$ cat src/rtl/core/assert_macros.svh
// ----------------------------------------------------------------------------
// assert_macros.svh
// assertion helpers shared by the rtl; defining ASSERT_OFF strips them
// ----------------------------------------------------------------------------
`ifndef ASSERT_MACROS_SVH
`define ASSERT_MACROS_SVH

`ifndef ASSERT_OFF

// same-cycle implication
`define ASSERT_IMPLY(label, clk, rst, ante, cons) \
  label: assert property (@(posedge clk) disable iff (rst) (ante) |-> (cons)) \
    else $error("assertion failed: same-cycle implication");

// next-cycle implication
`define ASSERT_NEXT(label, clk, rst, ante, cons) \
  label: assert property (@(posedge clk) disable iff (rst) (ante) |=> (cons)) \
    else $error("assertion failed: next-cycle implication");

`else

`define ASSERT_IMPLY(label, clk, rst, ante, cons)
`define ASSERT_NEXT(label, clk, rst, ante, cons)

`endif

`endif

$ cat src/rtl/core/cvms_pkg.sv
// ----------------------------------------------------------------------------
// cvms_pkg
// shared constants, types and helpers of the control value to midi scaler
// ----------------------------------------------------------------------------
package cvms_pkg;

  localparam int FRAC_BITS  = 16;
  localparam int IN_W       = 18;
  localparam int ROOT_FRAC  = 20;
  localparam int ROOT_BITS  = ROOT_FRAC + 1;
  localparam int CUBE_W     = 3 * ROOT_BITS;
  localparam int ROOT_SHIFT = 3 * ROOT_FRAC - FRAC_BITS;
  localparam int MAG_W      = FRAC_BITS + 1;
  localparam int SQ_W       = 2 * ROOT_BITS;
  localparam int REM_W      = 2 * ROOT_BITS + 6;
  localparam int Q_W        = (ROOT_FRAC > FRAC_BITS) ? ROOT_FRAC + 1 : FRAC_BITS + 1;
  localparam int P_W        = Q_W + 1;
  localparam int LEVEL_W    = 14;
  localparam int LEVEL7_W   = 7;
  localparam int PROD_W     = P_W + LEVEL_W;
  localparam int KIND_W     = 4;
  localparam int CHAN_W     = 4;
  localparam int NUM_W      = 14;
  localparam int CFG_IDX_W  = 3;
  localparam int CFG_DATA_W = 14;

  localparam logic [LEVEL_W-1:0] SCALE7  = 14'h007f;
  localparam logic [LEVEL_W-1:0] SCALE14 = 14'h3fff;

  localparam logic [KIND_W-1:0] KIND_CONTROLLER = 4'd3;
  localparam logic [KIND_W-1:0] KIND_PITCH_BEND = 4'd6;
  localparam logic [KIND_W-1:0] KIND_NRPN       = 4'd9;

  typedef enum logic [CFG_IDX_W-1:0] {
    REG_EVENT_KIND,
    REG_MIDI_CHANNEL,
    REG_CONTROLLER_NUMBER,
    REG_LOG_MODE,
    REG_INVERT_MODE,
    REG_BIPOLAR_MODE,
    REG_OUTPUT_ENABLE
  } cfg_reg_t;

  // operand carried down the cube root pipeline
  typedef struct packed {
    logic                 neg;
    logic [MAG_W-1:0]     mag;
    logic [CUBE_W-1:0]    pend;
    logic [REM_W-1:0]     rem;
    logic [ROOT_BITS-1:0] root;
    logic [SQ_W-1:0]      sq;
  } root_t;

  typedef struct packed {
    logic log_on;
    logic bipolar;
    logic invert;
    logic wide;
  } mode_t;

  // pitch bend, ctl14, rpn and nrpn use the 14-bit range
  function automatic logic is_wide(input logic [KIND_W-1:0] kind);
    return (kind >= KIND_PITCH_BEND) && (kind <= KIND_NRPN);
  endfunction

endpackage

$ cat src/rtl/core/cvms_root_stage.sv
// ----------------------------------------------------------------------------
// cvms_root_stage
// one restoring cube root step: three radicand bits in, one root bit out
// ----------------------------------------------------------------------------
module cvms_root_stage (
  input  logic            clk,
  input  logic            rst,
  input  logic            up_valid,
  input  cvms_pkg::root_t up_data,
  output logic            up_ready,
  output logic            dn_valid,
  output cvms_pkg::root_t dn_data,
  input  logic            dn_ready
);

  logic                          adv;
  logic [cvms_pkg::REM_W-1:0]    rem_sh;
  logic [cvms_pkg::REM_W-1:0]    trial;
  logic [cvms_pkg::REM_W-1:0]    sq_w;
  logic [cvms_pkg::REM_W-1:0]    root_w;
  logic                          take;
  cvms_pkg::root_t               data_next;

  assign adv      = !dn_valid || dn_ready;
  assign up_ready = adv;

  always_comb begin
    rem_sh = {up_data.rem[cvms_pkg::REM_W-4:0], up_data.pend[cvms_pkg::CUBE_W-1 -: 3]};
    sq_w   = cvms_pkg::REM_W'(up_data.sq);
    root_w = cvms_pkg::REM_W'(up_data.root);
    // (2y+1)^3 - (2y)^3 = 12y^2 + 6y + 1
    trial  = (sq_w << 3) + (sq_w << 2) + (root_w << 2) + (root_w << 1) +
             cvms_pkg::REM_W'(1);
    take   = (rem_sh >= trial);

    data_next      = up_data;
    data_next.pend = up_data.pend << 3;
    if (take) begin
      data_next.rem  = rem_sh - trial;
      data_next.root = {up_data.root[cvms_pkg::ROOT_BITS-2:0], 1'b1};
      data_next.sq   = (up_data.sq << 2) + (cvms_pkg::SQ_W'(up_data.root) << 2) +
                       cvms_pkg::SQ_W'(1);
    end else begin
      data_next.rem  = rem_sh;
      data_next.root = {up_data.root[cvms_pkg::ROOT_BITS-2:0], 1'b0};
      data_next.sq   = up_data.sq << 2;
    end
  end

  always_ff @(posedge clk) begin
    if (rst) begin
      dn_valid <= 1'b0;
    end else if (adv) begin
      dn_valid <= up_valid;
    end
  end

  always_ff @(posedge clk) begin
    if (adv) begin
      dn_data <= data_next;
    end
  end

endmodule

$ cat config.mk
export PLATFORM = sky130hd
export DESIGN_NAME = cvms_root_stage
export DESIGN_NICKNAME = d
export VERILOG_FILES = /design/src/rtl/core/assert_macros.svh /design/src/rtl/core/cvms_pkg.sv /design/src/rtl/core/cvms_root_stage.sv
export SDC_FILE = /design/constraint.sdc
export NUM_CORES = 1
export LEC_CHECK = 0
export BUFFER_PORTS_ARGS = -buffer_cell sky130_fd_sc_hd__clkbuf_2
export CAP_MARGIN = 20
export CORE_MARGIN = 2
export CORE_UTILIZATION = 56
export DETAILED_ROUTE_END_ITERATION = 10
export PLACE_DENSITY = 0.81
export SLEW_MARGIN = 10
export SYNTH_ARGS = -nofsm -noshare
export SYNTH_HDL_FRONTEND = slang
export SYNTH_SLANG_ARGS = --single-unit
$ cat constraint.sdc
create_clock -name clk -period 16.25 [get_ports clk]
set_input_delay 0.8125 -clock clk [delete_from_list [all_inputs] [get_ports clk]]
set_output_delay 0.8125 -clock clk [all_outputs]
set_load 0.005 [all_outputs]
### Word-level counts from Yosys, hierarchy flattened

Cells that the tools add are included.

| storage, ports and cells | value |
|---|---|
| output and inout port bits | 194 |
| flip-flop bits (word level) | 190 |
| word-level logic and storage cells | 19 |

| operators by class | value |
|---|---|
| $lt $le $gt $ge | 1 |
| add/subtract/negate cells | 7 |
| multiplexer cells | 1 |
| reduce and logical (&&, ||, !) cells | 2 |

Operators by type and width:

| kind | number |
|---|---|
| 2-to-1 mux 111 bit | 1 |
| adder 47 x 22 -> 48 bit | 1 |
| adder 48 x 1 -> 48 bit (second input constant) | 1 |
| >= comparator 48 bit | 1 |
| subtractor 48 bit | 1 |
| adder 46 x 23 -> 47 bit | 1 |
| adder 45 x 44 -> 46 bit | 1 |
| adder 42 x 1 -> 42 bit (second input constant) | 1 |
| adder 42 x 23 -> 42 bit | 1 |
| zero test 1 bit | 1 |
| logical OR 1 bit | 1 |

### Longest topological paths before layout

Gate-level depths: netlist (run 1).

| logic depth | value |
|---|---|
| depth after elaboration | 6 |
| gate-level depth with buffers | 28 |

### Worst setup path after synthesis (run 1)

Ideal clock, no wire load.

| path | value |
|---|---|
| path kind | input to register |
| start | input up_data[1] in the netlist's numbering |
| end | register dn_data[101] in the netlist's numbering, data pin |
| setup time | 0.260 ns |
| slack | 9.696 ns |
| buffers on the path | 2 |
| arrival time | 6.294 ns |
| required time | 15.990 ns |
| stages on the path | 24 |
| cells stage by stage | inv_1 > fa_1 > inv_1 > fa_1 > ha_1 > fa_1 > a211oi_1 > o21ai_0 > a221oi_2 > nor4b_1 > o311a_1 > o31ai_2 > o211ai_1 > a21oi_1 > xor2_1 > ha_1 > clkbuf_1 > nand2_1 > nor4_1 > a211o_1 > a31oi_4 > inv_2 > buf_4 > mux2_2 |

RTL lines:

| item | RTL line | text |
|---|---|---|
| start: declaration | cvms_root_stage.sv:9 | `input cvms_pkg::root_t up_data,` |
| end signal: assignment | cvms_root_stage.sv:60 | `dn_data <= data_next;` |
| end: declaration | cvms_root_stage.sv:12 | `output cvms_pkg::root_t dn_data,` |

==> summary.md, run 1 <==
| Metric | Value |
|---|---|
| Status | `complete, no violations` |
| Largest family of logic cells by synthesized area | `adder cells` |
| Grt ovf | `0` |
| #FFs+latches synth | `between 150 and 200` |
| Max Buffers Root-to-Sink | `2` |
| RSZ-0062 raised after global routing | `false` |
| Power Total | `about 2.5 mW` |
| Core Area | `around 0.025 mm2` |
| Routed Antenna Nets | `0` |
| Die width | `between 150 and 200 um` |
| TritonCTS clock tree | `done` |
| Post-DP HPWL | `~32 mm` |
| Routability cong. | `approximately 0.94` |
| Avg WL per Cell | `roughly 19 um` |
| Area grow syn2layout | `19.2%` |
| Clk sinks | `~190` |
| Synth cell types | `74` |
| Slew headroom | `between 30 and 40%` |
| Post-CTS Setup Repair Bufs | `0` |
| Ys flop type | `edfxtp_1` |
| Mapped Avg Cell Area | `between 10 and 15 um2` |
| Final Hold Fails | `0` |
| Async set-or-reset flop fraction in the synthesized netlist | `0%` |
| Worst Skew | `about 0.010 ns` |
| CP startpoint kind | `input port` |
| Post-synth top area share | `between 30 and 40%` |
| Sw Pwr | `roughly 1.1 mW` |
| Int Power | `around 1.4 mW` |
| FILL cells | `roughly 2000` |
| Post-CTS sizing | `0` |
| Critical Path Fanout Max | `60` |
| I/O pins | `390` |
| Flop pwr share | `~28%` |
| Area of the die | `roughly 0.027 mm2` |
| Vias post-DR | `around 12000` |
| CTS Buf Count | `17` |
| Yosys warns | `0` |
| Slew Viols, Final | `0` |
| Placed Cells | `about 2100` |
| Max-Cap Viols | `0` |
| Clk pwr share | `around 18%` |
| Post-layout min period | `a little over 8 ns` |
| Sw Ratio | `42.5%` |
| Num rows | `slightly below 60` |
| Peak Freq | `around 120 MHz` |
| Layout cell share with drive strength beyond 1 | `24.7%` |
| Post-Synth XOR/XNOR Area | `under 10%` |
| Syn Inst Count | `around 1400` |
| First-pass GRT wire length | `slightly above 60 mm` |
| Critical path required time | `approximately 16 ns` |
| Post-Layout Cell Count | `around 2100` |
| Synth Area in Compound Gates | `17.5%` |
| Nets | `2175` |
| IO buf count | `382` |
| Synth Area in Simple Gates | `11.9%` |
| Initial core utilization | `a little under three fifths` |
| Critical path arrival | `8.45 ns` |
| Sequential-to-total area share from yosys stat | `between 30% and 40%` |
| Synth area leader | `edfxtp_1` |
| GRT Total Usage | `29.3%` |
| Critical path class | `input port to flop` |
| Clock slew seen by the registers of the worst setup and hold paths | `about 0.09 ns` |
| Initial antenna violation count | `12` |
| Logic pwr share | `approximately 54%` |
| Finish-stage setup viols | `0` |
| CTS HTree Levels | `4` |
| Iter 0 DRT Violations | `993` |
| Leading post-synthesis cells by cell area | `edfxtp_1 (39%), ha_1 (13%), fa_1 (6.0%)` |
| Leakage power | `approximately 8.2 nW` |
| Mux share of post-synthesis cell area | `0.295%` |
| Worst-Margin Slew | `about 0.95 ns` |
| DRC violations left | `0` |
| Peak VDD IR | `approximately 0.08 mV` |
| DRT Pass-1 Iters | `6` |
| Power Dens Cells | `approximately 140 mW/mm2` |
| Largest net degree at the start of global routing | `74` |
| Number of synthesized flops with an enable pin | `between 150 and 200` |
| Vias in the first global route | `roughly 12000` |
| DR vias/cell | `5.70` |
| Post-Route WL | `around 40 mm` |
| Adder-cell area share of the yosys netlist | `19.2%` |
| Hold WC Path Type | `input port to flop` |
| Post-route clock period utilization | `around half` |
| Clk root buf | `clkbuf_16` |
| Crit. End Element | `flop` |
| Post-route setup TNS | `0 ns` |
| Clock latency on the worst-skew pair | `0.45 ns` |
| Die span in y | `165 um` |
| Post-CTS Hold Fix Bufs | `0` |
| Synthesized cell area | `0.0144 mm2` |
## placed cells by master (no fill, tap or decap), types with 12 or more instances in the layout
cell	instances
clkbuf_2	382
nand3_1	33
a21oi_1	154
ha_1	153
fa_1	43
a21o_1	61
and3_1	16
o21bai_1	22
a211oi_1	13
diode_2	12
xnor2_1	62
edfxtp_1	188
a31oi_1	12
xor2_1	56
nand2_1	103
nand4_1	27
nor3_1	14
inv_1	111
clkbuf_16	17
o21ai_0	76
nor2_1	94
## per-stage QoR
step / cell area (um2) / utilization [%] / hold WS [ns] / worst slack [ns]
final: 17200 / 68.2 / 0.532 / 7.99
after global routing: 17200 / 68.2 / 0.521 / 7.58
after CTS: 17200 / 68.0 / 0.530 / 8.15
after detailed placement: 16600 / 65.6 / 0.991 / 7.73
after global placement: 16600 / 65.6 / 0.989 / 7.85
after floorplan: 14500 / - / 0.882 / 9.70
## power groups by stage
| stage | Clock (mW) | Sequential, mW | Combinational (mW) |
|---|---|---|---|
| 6_report | 0.441 | 0.703 | 1.35 |
| 4_1_cts | 0.445 | 0.704 | 1.33 |
| 2_1_floorplan | 0 | 0.726 | 0.929 |
| 5_1_grt | 0.462 | 0.714 | 1.49 |
| 3_5_place_dp | 0 | 0.715 | 1.32 |
| 3_3_place_gp | 0 | 0.709 | 1.31 |
## synthesized netlist by cell type (3+ instances only)
library cell  count
edfxtp_1        188
a21oi_1         154
ha_1            153
inv_1           111
nand2_1         103
nor2_1           94
o21ai_0          76
xnor2_1          62
a21o_1           61
xor2_1           56
fa_1             43
nand3_1          33
clkbuf_1         30
nand4_1          27
o21bai_1         22
and3_1           16
buf_2            14
nor3_1           14
a211oi_1         13
a31oi_1          12
nor2b_1           9
o211ai_1          9
buf_4             8
nand2b_1          8
nor4_1            8
a211o_1           7
o21a_1            7
and2_1            6
or3_1             6
nor3_2            5
nor3b_1           5
a221oi_1          4
o31a_1            4
o31ai_1           4
a31o_2            3
and4_1            3
nand3b_1          3
## critical path, cell delays in order
cell,delay (ns)
clkbuf_2,0.13
inv_1,0.11
fa_1,0.56
inv_1,0.06
fa_1,0.45
ha_1,0.24
fa_1,0.43
a211oi_1,0.36
o21ai_0,0.18
a221oi_2,0.42
o21ai_0,0.29
a21oi_1,0.36
o21a_1,0.23
o21ai_0,0.18
a211oi_1,0.28
xnor2_1,0.11
ha_1,0.40
nand3_1,0.19
nor4_1,0.60
a211o_1,0.27
a31oi_4,0.05
clkinv_2,0.60
buf_4,0.64
mux2_2,0.41
## registers in the layout, summed over array words and instances, names as in the netlist
register,count
dn_data,188
dn_valid,1
## metal layers
layer	vias up	part of all wire [%]	wire length [um]	GRT usage, %
met1	5729	44	17800	40.7
li1	5939	-	-	-
met2	475	47	19100	47.4
met5	-	0	0	0
met4	0	2.6	1040	10.0
met3	54	6.1	2450	4.22
## path summary, 6_finish.rpt
check	start	endpoint	slack [ns]	cells after the start
hold reg to reg	dn_valid	dn_data[138]	1.18	2
hold / removal	up_data[166]	dn_data[169]	0.53	1
setup / recovery	up_data[1]	dn_data[94]	7.99	24
setup reg to reg	dn_valid	dn_data[61]	13.86	3
## cell families after synthesis
kind of cell / after synthesis
other cells: 1
xor+xnor: 118
simple gates: 352
compound gates: 402
mux: 4
flops: 189
buf+inv: 166
fa+ha+maj: 196
## cell type report
cell class                      instances  area [um2]  area share (%)
Multi-Input combinational cell       1076        8120            47.2
Sequential cell                       189        5670            32.9
Timing Repair Buffer                  387        1950            11.3
Clock buffer                           17         425            2.47
Inverter                              112         422            2.45
Tap cell                              330         413            2.40
Clock inverter                         15         189            1.10
Antenna cell                           12        30.0           0.174
(Power assumes the default switching activity.)
==> inputs of run 2 (changes only) <==
CORE_UTILIZATION = 54   (was 56)
PLACE_DENSITY = 0.79   (was 0.81)
clock period = 7.79 ns   (was 16.25 ns; I/O delays follow)
==> run 2 against run 1 <==
  * The flow now finishes with violations (design-rule violations)
  * Sequential power up 110%
  * Clock skew up 0.0098 ns
  * Flip-flop and latch count unchanged
  * Critical endpoint is now dn_data[84]
  * Worst hold slack worse by 0.42 ns
==> summary.md, run 2 (synthesized netlist as in run 1, its figures left out) <==
| Metric | Value |
|---|---|
| Status | `finished, violations left` |
| Failing checks | `design-rule violations` |
| Critical path required time | `slightly below 8 ns` |
| Worst hold stages | `2` |
| Worst-Margin Slew | `1.02 ns` |
| Clk sinks | `approximately 190` |
| Die span in y | `between 150 and 200 um` |
| First-pass GRT wire length | `roughly 62 mm` |
| Post-route setup TNS | `0 ns` |
| Power Total | `approximately 5.2 mW` |
| Peak Freq | `143 MHz` |
| Iter 0 DRT Violations | `between 1000 and 1500` |
| RSZ-0062 raised after global routing | `false` |
| Most frequent cells in the layout | `clkbuf_2 (382), edfxtp_1 (188), a21oi_1 (154)` |
| DRC violations left | `30` |
| Post-CTS Hold Fix Bufs | `0` |
| Post-DP HPWL | `~32 mm` |
| Post-Route WL | `roughly 40 mm` |
| Power Dens Cells | `just over 300 mW/mm2` |
| Final Hold Fails | `0` |
| Top reg by flops | `dn_data` |
| Max-Cap Viols | `0` |
| Critical path class | `input port to flop` |
| Vias in the first global route | `approximately 12000` |
| Post-CTS Setup Repair Bufs | `0` |
| TritonCTS clock tree | `done` |
| Peak VDD IR | `between 0.15 and 0.2 mV` |
| DR vias/cell | `~5.7` |
| Leakage power | `8.17 nW` |
| Clk root buf | `clkbuf_16` |
| Avg WL per Cell | `~19 um` |
| Initial core utilization | `between 50% and 60%` |
| Critical Path Fanout Max | `between 40 and 50` |
| Worst r2r src | `dn_valid` |
| Largest net degree at the start of global routing | `82` |
| R2r setup slk | `roughly 5.6 ns` |
| Critical path arrival | `around 7 ns` |
| Hold WC Path Type | `input port to flop` |
| CP startpoint kind | `input port` |
| Most common cell after layout, fill and taps aside | `clkbuf_2` |
| DRT Pass-1 Iters | `8` |
| Post-CTS sizing | `0` |
| FILL cells | `around 2200` |
| Finished Core Util | `66.0%` |
| Core Area | `0.0261 mm2` |
| Num rows | `slightly below 60` |
| Max FFs per register | `188` |
| Nets | `roughly 2200` |
| Area of the die | `approximately 0.028 mm2` |
| Finish-stage setup viols | `0` |
| Grt ovf | `0` |
| GRT Total Usage | `around 28%` |
| IO buf count | `approximately 380` |
| Area grow syn2layout | `19.4%` |
| Routability cong. | `0.950` |
| CTS Buf Count | `17` |
| Top Registers | `dn_data x188, dn_valid x1` |
| Vias post-DR | `12200` |
| CTS HTree Levels | `4` |
| Die width | `between 150 and 200 um` |
| Max Buffers Root-to-Sink | `2` |
| Slew headroom | `31.9%` |
| Routed Antenna Nets | `0` |
| Min-delay src | `rst` |
| Slew Viols, Final | `0` |
| Worst r2r path cells | `2` |
| Post-layout min period | `roughly 7 ns` |
| Clock latency on the worst-skew pair | `0.45 ns` |
| Clock slew seen by the registers of the worst setup and hold paths | `roughly 0.080 ns` |
| Post-route clock period utilization | `89.5%` |
| I/O pins | `390` |
| Crit. End Element | `flop` |
| Initial antenna violation count | `10` |
| Layout cell share with drive strength beyond 1 | `between 20 and 25%` |
| Worst Skew | `slightly above 0.02 ns` |
| Reg-to-reg endpoint | `dn_data[24]` |
| Hold Path Sink | `dn_valid` |
==> run 2: report_power, final <==
| part | switching, mW | internal [mW] | total [mW] |
|---|---|---|---|
| Sequential | 0.0578 | 1.41 | 1.47 |
| Clock | 0.486 | 0.440 | 0.926 |
| Combinational | 1.70 | 1.15 | 2.84 |
==> run 2: final cells by class <==
type                       count  area (um2)  share of cell area (%)
sequential                   189        5670                    32.9
inverter                     112         422                    2.45
multi-input combinational   1076        8120                    47.1
tap                          335         419                    2.43
clock inverter                15         189                    1.10
timing repair buffer         387        1970                    11.5
clock buffer                  17         425                    2.47
antenna                       10        25.0                   0.145
==> run 2: per-stage QoR <==
step	cell area (um2)	hold WS [ns]	worst slack, ns	std cells
3_3_place_gp	16600	0.553	0.566	2099
6_report	17200	0.110	0.820	2141
4_1_cts	17200	0.0966	0.936	2131
2_1_floorplan	14500	0.459	1.66	1431
5_1_grt	17200	0.0962	0.437	2141
3_5_place_dp	16600	0.555	0.493	2099
==> run 2: worst max-delay path by stage <==
stage                     slack (ns)  startpoint            to
final                           0.82  up_data[1]   dn_data[84]
after global routing            0.44  up_data[1]  dn_data[101]
after CTS                       0.94  up_data[1]  dn_data[101]
after detailed placement        0.49  up_data[1]  dn_data[101]
after global placement          0.57  up_data[1]  dn_data[101]
after floorplan                 1.66  up_data[1]  dn_data[101]
==> run 2: critical path, stage by stage <==
cell	delay [ns]
clkbuf_2	0.12
inv_1	0.10
fa_1	0.54
inv_1	0.05
fa_1	0.46
ha_1	0.25
fa_1	0.43
a211oi_1	0.35
o21ai_0	0.18
a221oi_2	0.40
o21ai_0	0.28
a21oi_1	0.33
o21ai_0	0.24
a221oi_1	0.34
xor2_1	0.31
ha_1	0.38
nand2_1	0.16
o21ai_0	0.17
a21o_1	0.25
a211o_1	0.33
a31oi_4	0.17
buf_4	0.55
o21ai_0	0.31
==> run 2: routing by layer <==
layer / vias up / track usage (%) / wire, um
met4: 0 / 9.22 / 819
met2: 457 / 46.2 / 19100
met3: 48 / 3.55 / 2520
met1: 5744 / 38.4 / 17600
li1: 5937 / - / -
met5: - / 0 / 0
==> inputs of run 3 (changes only) <==
CORE_UTILIZATION = 56   (was 54)
PLACE_DENSITY = 0.94   (was 0.79)
clock period = 8.8 ns   (was 7.79 ns; I/O delays follow)
==> run 3 against run 2 <==
  * The flow now finishes without violations
  * Combinational power decreased by 11%
  * Critical endpoint is now dn_data[33]
  * Largest cell class unchanged
  * Die area decreased by 3.5%
  * Non-clock buffer count decreased by 1
==> summary.md, run 3 (synthesized netlist as in run 1, its figures left out) <==
| Metric | Value |
|---|---|
| Worst-Margin Slew | `1.05 ns` |
| Clock slew seen by the registers of the worst setup and hold paths | `0.09 ns` |
| Top reg by flops | `dn_data` |
| Clk root buf | `clkbuf_16` |
| Most common cell after layout, fill and taps aside | `clkbuf_2` |
| Die width | `~160 um` |
| Iter 0 DRT Violations | `about 1400` |
| Initial antenna violation count | `5` |
| Worst path slowest cell | `nor4_1` |
| Final Hold Fails | `0` |
| Num rows | `58` |
| Grt ovf | `0` |
| Finish-stage setup viols | `0` |
| Final worst setup slack | `around 1.5 ns` |
| Post-DP HPWL | `32.5 mm` |
| First-pass GRT wire length | `approximately 63 mm` |
| Vias post-DR | `~12000` |
| Routed Antenna Nets | `0` |
| I/O pins | `390` |
| Initial core utilization | `57.2%` |
| Max-Cap Viols | `0` |
| RSZ-0062 raised after global routing | `false` |
| Post-CTS Hold Fix Bufs | `0` |
| Post-layout min period | `~7.3 ns` |
| CTS HTree Levels | `4` |
| Hold WC Path Type | `input port to flop` |
| Top Registers | `dn_data x188, dn_valid x1` |
| TritonCTS clock tree | `done` |
| Max FFs per register | `~190` |
| Critical path class | `input port to flop` |
| Post-route setup TNS | `0 ns` |
| DRC violations left | `0` |
| Leakage power | `8.19 nW` |
| Critical path arrival | `~7.5 ns` |
| Post-CTS sizing | `0` |
| DRT Pass-1 Iters | `6` |
| Post-Route WL | `~41 mm` |
| Max Buffers Root-to-Sink | `2` |
| IO buf count | `~380` |
| CP startpoint kind | `input port` |
| Slew Viols, Final | `0` |
| Power Dens Cells | `272 mW/mm2` |
| DR vias/cell | `5.85` |
| Peak VDD IR | `around 0.18 mV` |
| Clk sinks | `around 190` |
| Area of the die | `approximately 0.027 mm2` |
| Most frequent cells in the layout | `clkbuf_2 (382), edfxtp_1 (188), a21oi_1 (154)` |
| Nets | `between 2000 and 2500` |
| Critical Path Fanout Max | `40` |
| Clock latency on the worst-skew pair | `approximately 0.44 ns` |
| CTS Buf Count | `17` |
| Slew headroom | `a little under a third` |
| Peak Freq | `roughly 140 MHz` |
| Routability cong. | `between 0.9 and 1` |
| Largest net degree at the start of global routing | `117` |
| GRT Total Usage | `about 30%` |
| Area grow syn2layout | `19.5%` |
| Core Area | `0.0253 mm2` |
| Die span in y | `between 150 and 200 um` |
| FILL cells | `just under 2000` |
| Post-CTS Setup Repair Bufs | `0` |
| Layout cell share with drive strength beyond 1 | `approximately 25%` |
| Vias in the first global route | `between 10000 and 15000` |
| Avg WL per Cell | `about 19 um` |
| Status | `complete, no violations` |
| Worst Skew | `between 0.015 and 0.02 ns` |
| Max incr delay on CP | `0.55 ns` |
| Crit. End Element | `flop` |
| Post-Place Worst Slack | `between 1 and 1.5 ns` |
| Critical path required time | `~9 ns` |
| Post-route clock period utilization | `around 82%` |
| R2r setup slk | `between 6 and 7 ns` |
[run 3: layout make-up]
class / instances / area, um2 / area share (%)
Clock buffer: 17 / 425 / 2.47
Multi-Input combinational cell: 1076 / 8120 / 47.1
Tap cell: 330 / 413 / 2.39
Inverter: 112 / 422 / 2.44
Clock inverter: 15 / 220 / 1.28
Sequential cell: 189 / 5670 / 32.8
Antenna cell: 6 / 15.0 / 0.0870
Timing Repair Buffer: 386 / 1970 / 11.4
[run 3: critical path, delay by kind of cell]
family,cells,cell delay [ns]
xor gates and xnor gates,2,0.30
and+or+nand+nor,3,0.85
adders and majority gates,5,2.09
buffers and inverters,5,1.13
AOI/OAI and AO/OA,10,2.62
[run 3: per-stage QoR]
stage / instances / hold slack (ns) / power, mW / utilization [%] / instance area (um2)
4_1_cts: 2125 / 0.159 / 4.64 / 68.2 / 17200
5_1_grt: 2130 / 0.150 / 5.01 / 68.3 / 17200
3_5_place_dp: 2093 / 0.619 / 3.77 / 65.7 / 16600
2_1_floorplan: 1431 / 0.509 / 3.06 / - / 14500
6_report: 2131 / 0.174 / 4.69 / 68.3 / 17200
3_3_place_gp: 2093 / 0.617 / 3.72 / 65.7 / 16600
[run 3: final timing paths]
path | from | to | cells past startpoint
setup / recovery | up_data[1] | dn_data[33] | 25
hold / removal | up_data[164] | dn_data[167] | 1
hold reg to reg | dn_valid | dn_data[94] | 1
setup reg to reg | dn_valid | dn_data[14] | 2
[run 3: layer usage]
metal / wire, um / track usage, % / vias to the layer above / share of wire [%]
met2: 19900 / 51.3 / 658 / 48
li1: - / - / 5906 / -
met5: 0 / 0 / - / 0
met3: 3080 / 4.27 / 123 / 7.4
met4: 1790 / 12.4 / 0 / 4.3
met1: 16600 / 38.1 / 5784 / 40
[run 3: power by group]
part	leakage, nW	switching [mW]	total [mW]	internal (mW)
Combinational	5.93	1.52	2.53	1.02
Sequential	1.95	0.0568	1.30	1.25
Clock	0.311	0.428	0.851	0.423
Total	8.19	2.00	4.69	2.68
